## config.mk

```make
export PLATFORM = sky130hd
export DESIGN_NAME = hall_sensor_position_decoder_core
export DESIGN_NICKNAME = d
export VERILOG_FILES = /design/src/design/hspd_pkg.sv /design/src/design/hall_sensor_position_decoder_core.sv /design/src/design/hspd_step.sv
export SDC_FILE = /design/constraint.sdc
export NUM_CORES = 1
export LEC_CHECK = 0
export ABC_AREA = 1
export BUFFER_PORTS_ARGS = -buffer_cell sky130_fd_sc_hd__clkbuf_2
export CELL_PAD_IN_SITES_DETAIL_PLACEMENT = 1
export CELL_PAD_IN_SITES_GLOBAL_PLACEMENT = 1
export CORE_ASPECT_RATIO = 1.25
export CORE_UTILIZATION = 47
export DETAILED_ROUTE_END_ITERATION = 10
export HOLD_SLACK_MARGIN = 0.08
export PLACE_DENSITY = 0.87
export SLEW_MARGIN = 20
export SYNTH_ARGS = -nofsm -noshare
export SYNTH_HDL_FRONTEND = slang
export SYNTH_HIERARCHICAL = 1
export SYNTH_SLANG_ARGS = --single-unit
export TNS_END_PERCENT = 100
```

## constraint.sdc

```tcl
create_clock -name clock -period 11.16 [get_ports clock]
set_clock_uncertainty 0.2 [all_clocks]
set_input_delay 0.558 -clock clock [delete_from_list [all_inputs] [get_ports clock]]
set_output_delay 0.558 -clock clock [all_outputs]
set_load 0.05 [all_outputs]
```

## src/design/hspd_pkg.sv

```systemverilog
`default_nettype none

package hspd_pkg;

   localparam int CodeWidth     = 3;
   localparam int CountWidth    = 16;
   localparam int ToggleWidth   = 8;
   localparam int TableWidth    = 24;
   localparam int NumLines      = 3;
   localparam int CsrIndexWidth = 2;
   localparam int ReqDataWidth  = 8;
   localparam int RspDataWidth  = 56;

   localparam logic [CsrIndexWidth-1:0] CSR_FORWARD_TABLE = 2'd0;
   localparam logic [CsrIndexWidth-1:0] CSR_REVERSE_TABLE = 2'd1;
   localparam logic [CsrIndexWidth-1:0] CSR_TOGGLE_LIMIT  = 2'd2;

   localparam logic [ToggleWidth-1:0] TOGGLE_LIMIT_RESET = 8'd200;
   localparam logic [ToggleWidth-1:0] TOGGLE_MAX         = 8'hff;

   localparam logic [CodeWidth-1:0] CODE_ALL_LOW  = 3'd0;
   localparam logic [CodeWidth-1:0] CODE_ALL_HIGH = 3'd7;

   localparam logic [1:0] DIR_NONE    = 2'd0;
   localparam logic [1:0] DIR_FORWARD = 2'd1;
   localparam logic [1:0] DIR_REVERSE = 2'd2;

   typedef logic [ToggleWidth-1:0] toggle_count_type [NumLines];

   typedef struct packed {
      logic [CodeWidth-1:0]  previous_code;
      logic [CountWidth-1:0] position_count;
      logic                  fault_flag;
      logic [CountWidth-1:0] speed_edge_count;
      logic [CountWidth-1:0] total_edge_count;
   } state_type;

   typedef struct packed {
      logic [CountWidth-1:0] edge_count;
      logic [CountWidth-1:0] speed_count;
      logic                  stall_event;
      logic                  fault_event;
      logic                  sensor_fault;
      logic [1:0]            step_dir;
      logic [CountWidth-1:0] position;
   } result_type;

   typedef struct packed {
      logic [TableWidth-1:0]  forward_table;
      logic [TableWidth-1:0]  reverse_table;
      logic [ToggleWidth-1:0] toggle_limit;
   } config_type;

   function automatic logic [CodeWidth-1:0] table_entry(
      input logic [TableWidth-1:0] tbl,
      input logic [CodeWidth-1:0]  idx
   );
      logic [CodeWidth-1:0] entry;
      entry = tbl[idx*CodeWidth +: CodeWidth];
      return entry;
   endfunction

endpackage

`default_nettype wire

```

## src/design/hall_sensor_position_decoder_core.sv

```systemverilog
`default_nettype none

// Items pass an input register and a result register on rsp_tdata. One item
// per cycle while rsp_tready is high; the two registers decouple the two
// sides, so an item is taken while a result waits.
// Reset (synchronous, active high) clears position, fault, toggle and edge
// counts, the tables to zero and the toggle limit to 200.
module hall_sensor_position_decoder_core
   import hspd_pkg::*;
(
   input  wire logic                     clock,
   input  wire logic                     reset,
   input  wire logic                     req_tvalid,
   output logic                          req_tready,
   // [2:0] hall_code, [3] calibration_done, [7:4] zero
   input  wire logic [ReqDataWidth-1:0]  req_tdata,
   output logic                          rsp_tvalid,
   input  wire logic                     rsp_tready,
   // [15:0] position, [17:16] step_dir, [18] sensor_fault, [19] fault_event,
   // [20] stall_event, [36:21] speed_count, [52:37] edge_count, [55:53] zero
   output logic [RspDataWidth-1:0]       rsp_tdata,
   input  wire logic                     csr_valid,
   output logic                          csr_ready,
   input  wire logic [CsrIndexWidth-1:0] csr_index,
   input  wire logic [TableWidth-1:0]    csr_data
);

   config_type           cfg_ff;
   state_type            state_ff;
   state_type            state_in;
   toggle_count_type     toggles_ff;
   toggle_count_type     toggles_in;
   result_type           result_in;
   result_type           result_ff;
   logic                 in_valid_ff;
   logic [CodeWidth-1:0] in_code_ff;
   logic                 in_cal_ff;
   logic                 out_valid_ff;
   logic                 advance;

   assign advance    = in_valid_ff && (!out_valid_ff || rsp_tready);
   assign req_tready = !in_valid_ff || advance;
   assign csr_ready  = 1'b1;
   assign rsp_tvalid = out_valid_ff;
   assign rsp_tdata  = {{(RspDataWidth - $bits(result_type)){1'b0}}, result_ff};

   hspd_step u_step (
      .hall_code        (in_code_ff),
      .calibration_done (in_cal_ff),
      .cfg              (cfg_ff),
      .state            (state_ff),
      .toggles          (toggles_ff),
      .state_in         (state_in),
      .toggles_in       (toggles_in),
      .result           (result_in)
   );

   always_ff @(posedge clock) begin
      if (reset) begin
         cfg_ff.forward_table <= '0;
         cfg_ff.reverse_table <= '0;
         cfg_ff.toggle_limit  <= TOGGLE_LIMIT_RESET;
      end else if (csr_valid) begin
         case (csr_index)
            CSR_FORWARD_TABLE: cfg_ff.forward_table <= csr_data;
            CSR_REVERSE_TABLE: cfg_ff.reverse_table <= csr_data;
            CSR_TOGGLE_LIMIT:  cfg_ff.toggle_limit  <= csr_data[ToggleWidth-1:0];
            default: ;
         endcase
      end
   end

   always_ff @(posedge clock) begin
      if (reset) begin
         in_valid_ff  <= 1'b0;
         out_valid_ff <= 1'b0;
         state_ff     <= '0;
         for (int i = 0; i < NumLines; i++) begin
            toggles_ff[i] <= '0;
         end
      end else begin
         if (req_tvalid && req_tready) begin
            in_valid_ff <= 1'b1;
         end else if (advance) begin
            in_valid_ff <= 1'b0;
         end
         if (advance) begin
            out_valid_ff <= 1'b1;
            state_ff     <= state_in;
            toggles_ff   <= toggles_in;
         end else if (rsp_tready) begin
            out_valid_ff <= 1'b0;
         end
      end
   end

   always_ff @(posedge clock) begin
      if (req_tvalid && req_tready) begin
         in_code_ff <= req_tdata[CodeWidth-1:0];
         in_cal_ff  <= req_tdata[CodeWidth];
      end
      if (advance) begin
         result_ff <= result_in;
      end
   end

endmodule

`default_nettype wire

```

## src/design/hspd_step.sv

```systemverilog
`default_nettype none

module hspd_step
   import hspd_pkg::*;
(
   input  wire logic [CodeWidth-1:0] hall_code,
   input  wire logic                 calibration_done,
   input  wire config_type           cfg,
   input  wire state_type            state,
   input  wire toggle_count_type     toggles,
   output state_type                 state_in,
   output toggle_count_type          toggles_in,
   output result_type                result
);

   logic [CodeWidth-1:0]   fwd_entry;
   logic [CodeWidth-1:0]   rev_entry;
   logic [CodeWidth-1:0]   toggled;
   logic [ToggleWidth-1:0] bumped [NumLines];
   logic [NumLines-1:0]    over;
   logic                   stall;
   logic [1:0]             dir;
   logic                   fault_ev;

   assign fwd_entry = table_entry(cfg.forward_table, state.previous_code);
   assign rev_entry = table_entry(cfg.reverse_table, state.previous_code);
   assign toggled   = hall_code ^ state.previous_code;

   always_comb begin
      state_in = state;
      dir      = DIR_NONE;
      fault_ev = 1'b0;
      if (hall_code == fwd_entry) begin
         state_in.position_count = state.position_count + 16'd1;
         state_in.fault_flag     = 1'b0;
         dir                     = DIR_FORWARD;
      end else if (hall_code == rev_entry) begin
         state_in.position_count = state.position_count - 16'd1;
         state_in.fault_flag     = 1'b0;
         dir                     = DIR_REVERSE;
      end else if (hall_code == CODE_ALL_LOW || hall_code == CODE_ALL_HIGH) begin
         state_in.fault_flag = 1'b1;
         fault_ev            = 1'b1;
      end
      state_in.speed_edge_count = calibration_done ? '0 : state.speed_edge_count + 16'd1;
      state_in.total_edge_count = state.total_edge_count + 16'd1;
      state_in.previous_code    = hall_code;
   end

   always_comb begin
      for (int i = 0; i < NumLines; i++) begin
         if (!toggled[i]) begin
            bumped[i] = '0;
         end else if (toggles[i] == TOGGLE_MAX) begin
            bumped[i] = toggles[i];
         end else begin
            bumped[i] = toggles[i] + 8'd1;
         end
         over[i] = bumped[i] > cfg.toggle_limit;
      end
      stall = |over;
      for (int i = 0; i < NumLines; i++) begin
         toggles_in[i] = stall ? '0 : bumped[i];
      end
   end

   always_comb begin
      result.position     = state_in.position_count;
      result.step_dir     = dir;
      result.sensor_fault = state_in.fault_flag;
      result.fault_event  = fault_ev;
      result.stall_event  = stall;
      result.speed_count  = state_in.speed_edge_count;
      result.edge_count   = state_in.total_edge_count;
   end

endmodule

`default_nettype wire

```

Yosys cells after proc, flatten, opt, wreduce, memory -nomap -nowiden:

Cells that the tools add are included.

* add/subtract/negate cells: 7
* $mul: 1
* $lt $le $gt $ge: 3
* eq/ne operators: 8
* shifts and indexed selects: 2
* muxes and demuxes: 20
* bitwise logic cells: 1
* reductions and logical operators: 16

Operators with widths (count)
* $mux 8: 9
* $add 16x1->16 const B: 3
* $shiftx 24x6->3: 2
* $mux 16: 2
* $add 8x1->8 const B: 3
* $eq 8x8->1 const B: 3
* $gt 8x8->1: 3
* $mux 17: 1
* $sub 16x1->16 const B: 1
* $mux 1: 7
* $eq 3x3->1: 2
* $reduce_and 2->1: 3
* $mul 3x2->5 const B: 1
* $reduce_bool 2->1: 2
* $eq 3x3->1 const B: 1
* $logic_not 3->1: 1
* $logic_or 1x1->1: 3
* $reduce_or 3->1: 1
* $xor 3x3->3: 1
* $eq 2x1->1 const B: 1
* $eq 2x2->1 const B: 1
* $logic_and 1x1->1: 2
* $logic_not 1->1: 2
* $logic_not 2->1: 1
* other kinds (2): 2

* register bits: 191
* logic and storage cells: 80

Longest topological paths before layout:

* depth after elaboration: 6
* gate-level depth with buffers: 23

By module:

Netlist, hierarchy kept.

By module, submodules not included
* hall_sensor_position_decoder_core: times used 1, cells each 931, area an instance 7527.2 µm², sequential area each 4394.2 µm²
* hspd_step: times used 1, cells each 814, area an instance 4151.5 µm², sequential area each 0.0 µm²

Worst setup path after synthesis:

No wires, ideal clock.

* kind: register to register
* start point: register in_valid_ff
* end point: register result_ff (netlist bit rsp_tdata[0]) (enable)
* setup time: 0.481 ns
* arrival time: 3.384 ns
* data required time: 10.479 ns
* slack: 7.095 ns
* stages on the path, launching flop included: 6
* buffers on the path: 3
* cells stage by stage: dfxtp_1 -> buf_2 -> buf_4 -> buf_4 -> inv_1 -> a21oi_1

* word-level cells in the longest chain between the ends: 1

Ends and longest elaborated chain
* start, declared: RTL line hall_sensor_position_decoder_core.sv:35 `logic in_valid_ff;`
* start signal, assigned: RTL line hall_sensor_position_decoder_core.sv:75 `in_valid_ff <= 1'b0;`
* start signal, assigned: RTL line hall_sensor_position_decoder_core.sv:83 `in_valid_ff <= 1'b1;`
* start signal, assigned: RTL line hall_sensor_position_decoder_core.sv:85 `in_valid_ff <= 1'b0;`
* $logic_and 1x1->1: RTL line hall_sensor_position_decoder_core.sv:41 `assign advance = in_valid_ff && (!out_valid_ff || rsp_tready);`
* via advance: RTL line hall_sensor_position_decoder_core.sv:39 `logic advance;`
* end signal, assigned: RTL line hall_sensor_position_decoder_core.sv:103 `result_ff <= result_in;`
* end, declared: RTL line hall_sensor_position_decoder_core.sv:34 `result_type result_ff;`

The timed path passes the listed nets, and every way through them passes these cells.
A chain may end at the register's enable or synchronous reset.

==> flow_metrics.tcl <==
set metrics [dict create \
    run_status "complete, no violations" \
    placed_area_mm2 0.01172 \
    clock_tree.buffer_depth 2 \
    core.rowCount 64 \
    yosys_register_bits 191 \
    dp_worst_setup_slack_ns 6.862 \
    maxSlewHeadroom_pct 27.81 \
    detail_route.iter0.violations 490 \
    grt_start_max_net_pins 113 \
    nets 1787 \
    syn-mean-instance-area_um2 6.693 \
    crit_path_class "reg2reg" \
    placement.io_buffers 89 \
    cts_resized 0 \
    synthesis.instances 1745 \
    holdPathStages 1 \
    grt-ovfl-total 0 \
    cts_root_buf "sky130_fd_sc_hd__clkbuf_16" \
    fp.dieW_um 143.0 \
    cp_data_required_time_ns 11.35 \
    seq_area_frac_synth_pct 37.63 \
    firstDrtPassIters 4 \
    synth_top_area_share_pct 22.97 \
    synth.yosys.warnings 6 \
    maxCapViolations 0 \
    finalCritPeriodShare_pct 35.73 \
    power_per_cell_area_mw_per_mm2 141.8 \
    cts-hold-fix-buffers 0 \
    cts_inserted_buffers 17 \
    grt_pass1_wl_um 49780 \
    via_count_of_the_first_global_routing_pass 10720 \
    gp_congestion 0.8832 \
    detail_route.drc_violations 0 \
    critical_path.startpoint_type "flop" \
    max_freq_mhz 250.8 \
    via_per_inst 5.138 \
    power.share.clock_pct 34.8 \
    worst_slew_pin_slew_ns 1.083 \
    report.final.setup_viol 0 \
    route.detailed.wl_per_inst_um 14.49 \
    dr_total_vias 10580 \
    leakage_dissipation_nw 5.820 \
    cts_setup_buffers 0 \
    seq_power_share_pct 45.8 \
    clk_pin_slew_ns 0.07 \
    irDropWorstVdd_uv 118.2 \
    synth-async-reset-ratio_pct 0 \
    netSwitchingPower_mw 0.5689 \
    swShare_pct 32.63 \
    effective_utilization_at_floorplan_pct 47.82 \
    total_power_mw 1.744 \
    post_synth_num_cell_types 41 \
    die_height_um 178.2 \
    design.die.area_mm2 0.02549 \
    h_tree_lvl_count 4 \
    tritoncts_clock_tree "built" \
    synth_flop_cell "sky130_fd_sc_hd__dfxtp_1" \
    critical_path_arrival_ns 4.18 \
    final_max_slew_viol_count 0 \
    combinationalPowerShare_pct 19.4 \
    edff_count_synth 57 \
    drive_gt1_share_pct 8.382 \
    hold_class "in2reg" \
    grt_antenna_before_repair 0 \
    layout_min_cycle_time_ns 3.988 \
    grt_setup_unrepaired "false" \
    floorplan.core_area_mm2 0.02442 \
    synth.largest_area_cell "sky130_fd_sc_hd__dfxtp_1" \
    syn-cell-area_mm2 0.01168 \
    cts_sinks 191 \
    endpoint_kind "flop" \
    wirelength_um 29860 \
    antenna_left 0 \
    clk-insertion-delay-late_ns 0.45 \
    crit_fanout 25 \
    io_pins 98 \
    cellInternalPower_mw 1.175 \
    num_antenna_cells 0 \
    post_synth_main_area_contributors "sky130_fd_sc_hd__dfxtp_1 (23%), sky130_fd_sc_hd__edfxtp_1 (15%), sky130_fd_sc_hd__nand2_1 (12%)" \
    fill_cells 3272 \
    grt.total_usage_pct 24.25 \
    finalHoldViolations 0 \
    worst-r2r-cell-count 19 \
    finalSetupTns_ns 0 \
    place_hpwl_um 20040 \
    post_route_worst_setup_slack_ns 7.172 \
    syn_to_final_growth_pct 5.271 \
    finish.instance_area_mm2 0.01229 \
]
## power by group through the flow
| stage | Sequential, mW | Clock, mW | Combinational, mW |
|---|---|---|---|
| 3_3_place_gp | 0.811 | 0 | 0.321 |
| 6_report | 0.799 | 0.607 | 0.338 |
| 3_5_place_dp | 0.814 | 0 | 0.336 |
| 4_1_cts | 0.799 | 0.621 | 0.340 |
| 2_1_floorplan | 0.839 | 0 | 0.256 |
| 5_1_grt | 0.804 | 0.645 | 0.380 |
## layer usage
layer / up-vias / global-route usage [%] / wire, um
li1: 5322 / - / -
met1: 5085 / 29.22 / 13350
met2: 142 / 44.04 / 15310
met3: 35 / 3.812 / 807
met4: 0 / 6.900 / 391
met5: - / 0 / 0
## state kept, by name, indices dropped and copies added, names as in the netlist
name	flops
cfg_ff	56
rsp_tdata	53
state_ff	52
toggles_ff	24
in_code_ff	3
in_cal_ff	1
in_valid_ff	1
rsp_tvalid	1
## critical path, stage by stage, from the launching register on
cell                       delay [ns]
sky130_fd_sc_hd__dfxtp_1         0.41
sky130_fd_sc_hd__ha_1            0.20
sky130_fd_sc_hd__nand2_1         0.09
sky130_fd_sc_hd__nor2_1          0.21
sky130_fd_sc_hd__inv_1           0.06
sky130_fd_sc_hd__nor2_1          0.34
sky130_fd_sc_hd__nor2_1          0.09
sky130_fd_sc_hd__nor3_1          0.28
sky130_fd_sc_hd__ha_1            0.30
sky130_fd_sc_hd__a21oi_1         0.16
sky130_fd_sc_hd__o21ai_0         0.12
sky130_fd_sc_hd__nand2_1         0.09
sky130_fd_sc_hd__o211ai_1        0.08
sky130_fd_sc_hd__o21ai_0         0.15
sky130_fd_sc_hd__nand3_2         0.51
sky130_fd_sc_hd__nor2_1          0.30
sky130_fd_sc_hd__inv_1           0.07
sky130_fd_sc_hd__nand3_1         0.08
sky130_fd_sc_hd__nand2_1         0.06
sky130_fd_sc_hd__nor2_1          0.11
## cells by family (layout without fill, tap and decap cells)
kind of cell             count (synthesis)  count (layout)  synth area share [%]
buffers and inverters                  422             405                 16.68
AO/OA/AOI/OAI                          173             173                 7.660
XOR/XNOR                                42              42                 3.150
flip-flops                             191             191                 37.63
adder cells (fa/ha/maj)                 31              31                 3.321
other                                    2               4               0.06431
AND/OR/NAND/NOR                        884             884                 31.50
## path summary, 6_finish.rpt
check | start | end | slack, ns
max | toggles_ff[1] | toggles_ff[2] | 7.17
min | req_tdata[0] | in_code_ff[0] | 0.12
max reg2reg | toggles_ff[1] | toggles_ff[2] | 7.17
min reg2reg | cfg_ff[7] | cfg_ff[7] | 0.28
## synth_stat cells, types with 17 or more instances
master	instances
sky130_fd_sc_hd__nand2_1	373
sky130_fd_sc_hd__xor2_1	37
sky130_fd_sc_hd__a21oi_1	135
sky130_fd_sc_hd__buf_2	33
sky130_fd_sc_hd__nor2_1	268
sky130_fd_sc_hd__ha_1	31
sky130_fd_sc_hd__inv_1	271
sky130_fd_sc_hd__edfxtp_1	57
sky130_fd_sc_hd__o21ai_0	22
sky130_fd_sc_hd__nor3_1	17
sky130_fd_sc_hd__dfxtp_1	134
sky130_fd_sc_hd__clkbuf_1	34
sky130_fd_sc_hd__nand3_1	195
sky130_fd_sc_hd__buf_4	71
## stage by stage
step	cells	hold slack, ns	util, %
after detailed placement	2028	0.2589	47.99
after global placement	2028	0.2412	47.99
after CTS	2060	0.09413	50.30
final	2060	0.1185	50.34
after global routing	2060	0.09413	50.34
after floorplan	1747	0.2289	-
## cell usage in the layout (no fill, tap or decap), drive strengths merged
master    count
nand2       376
inv         283
nor2        269
nand3       196
a21oi       135
dfxtp       134
clkbuf      108
edfxtp       57
xor2         37
ha           31
o21ai        26
nor3         18
nand4        16
buf           7
xnor2         5
nor4          5
conb          4
o211ai        4
clkinv        4
a31oi         3
or2           2
clkinvlp      2
bufinv        1
and3          1
o21a          1
o31ai         1
a21boi        1
o21bai        1
nor2b         1
o21ba         1
## final cells by class
cell class                      count  area [um2]  area share [%]
Inverter                          277        1050           8.539
Clock inverter                     13       131.4           1.069
Clock buffer                       19       432.9           3.521
Multi-Input combinational cell   1134        5368           43.66
Timing Repair Buffer               96       501.7           4.081
Tap cell                          330       412.9           3.358
Sequential cell                   191        4398           35.77
(Power assumes the default switching activity.)
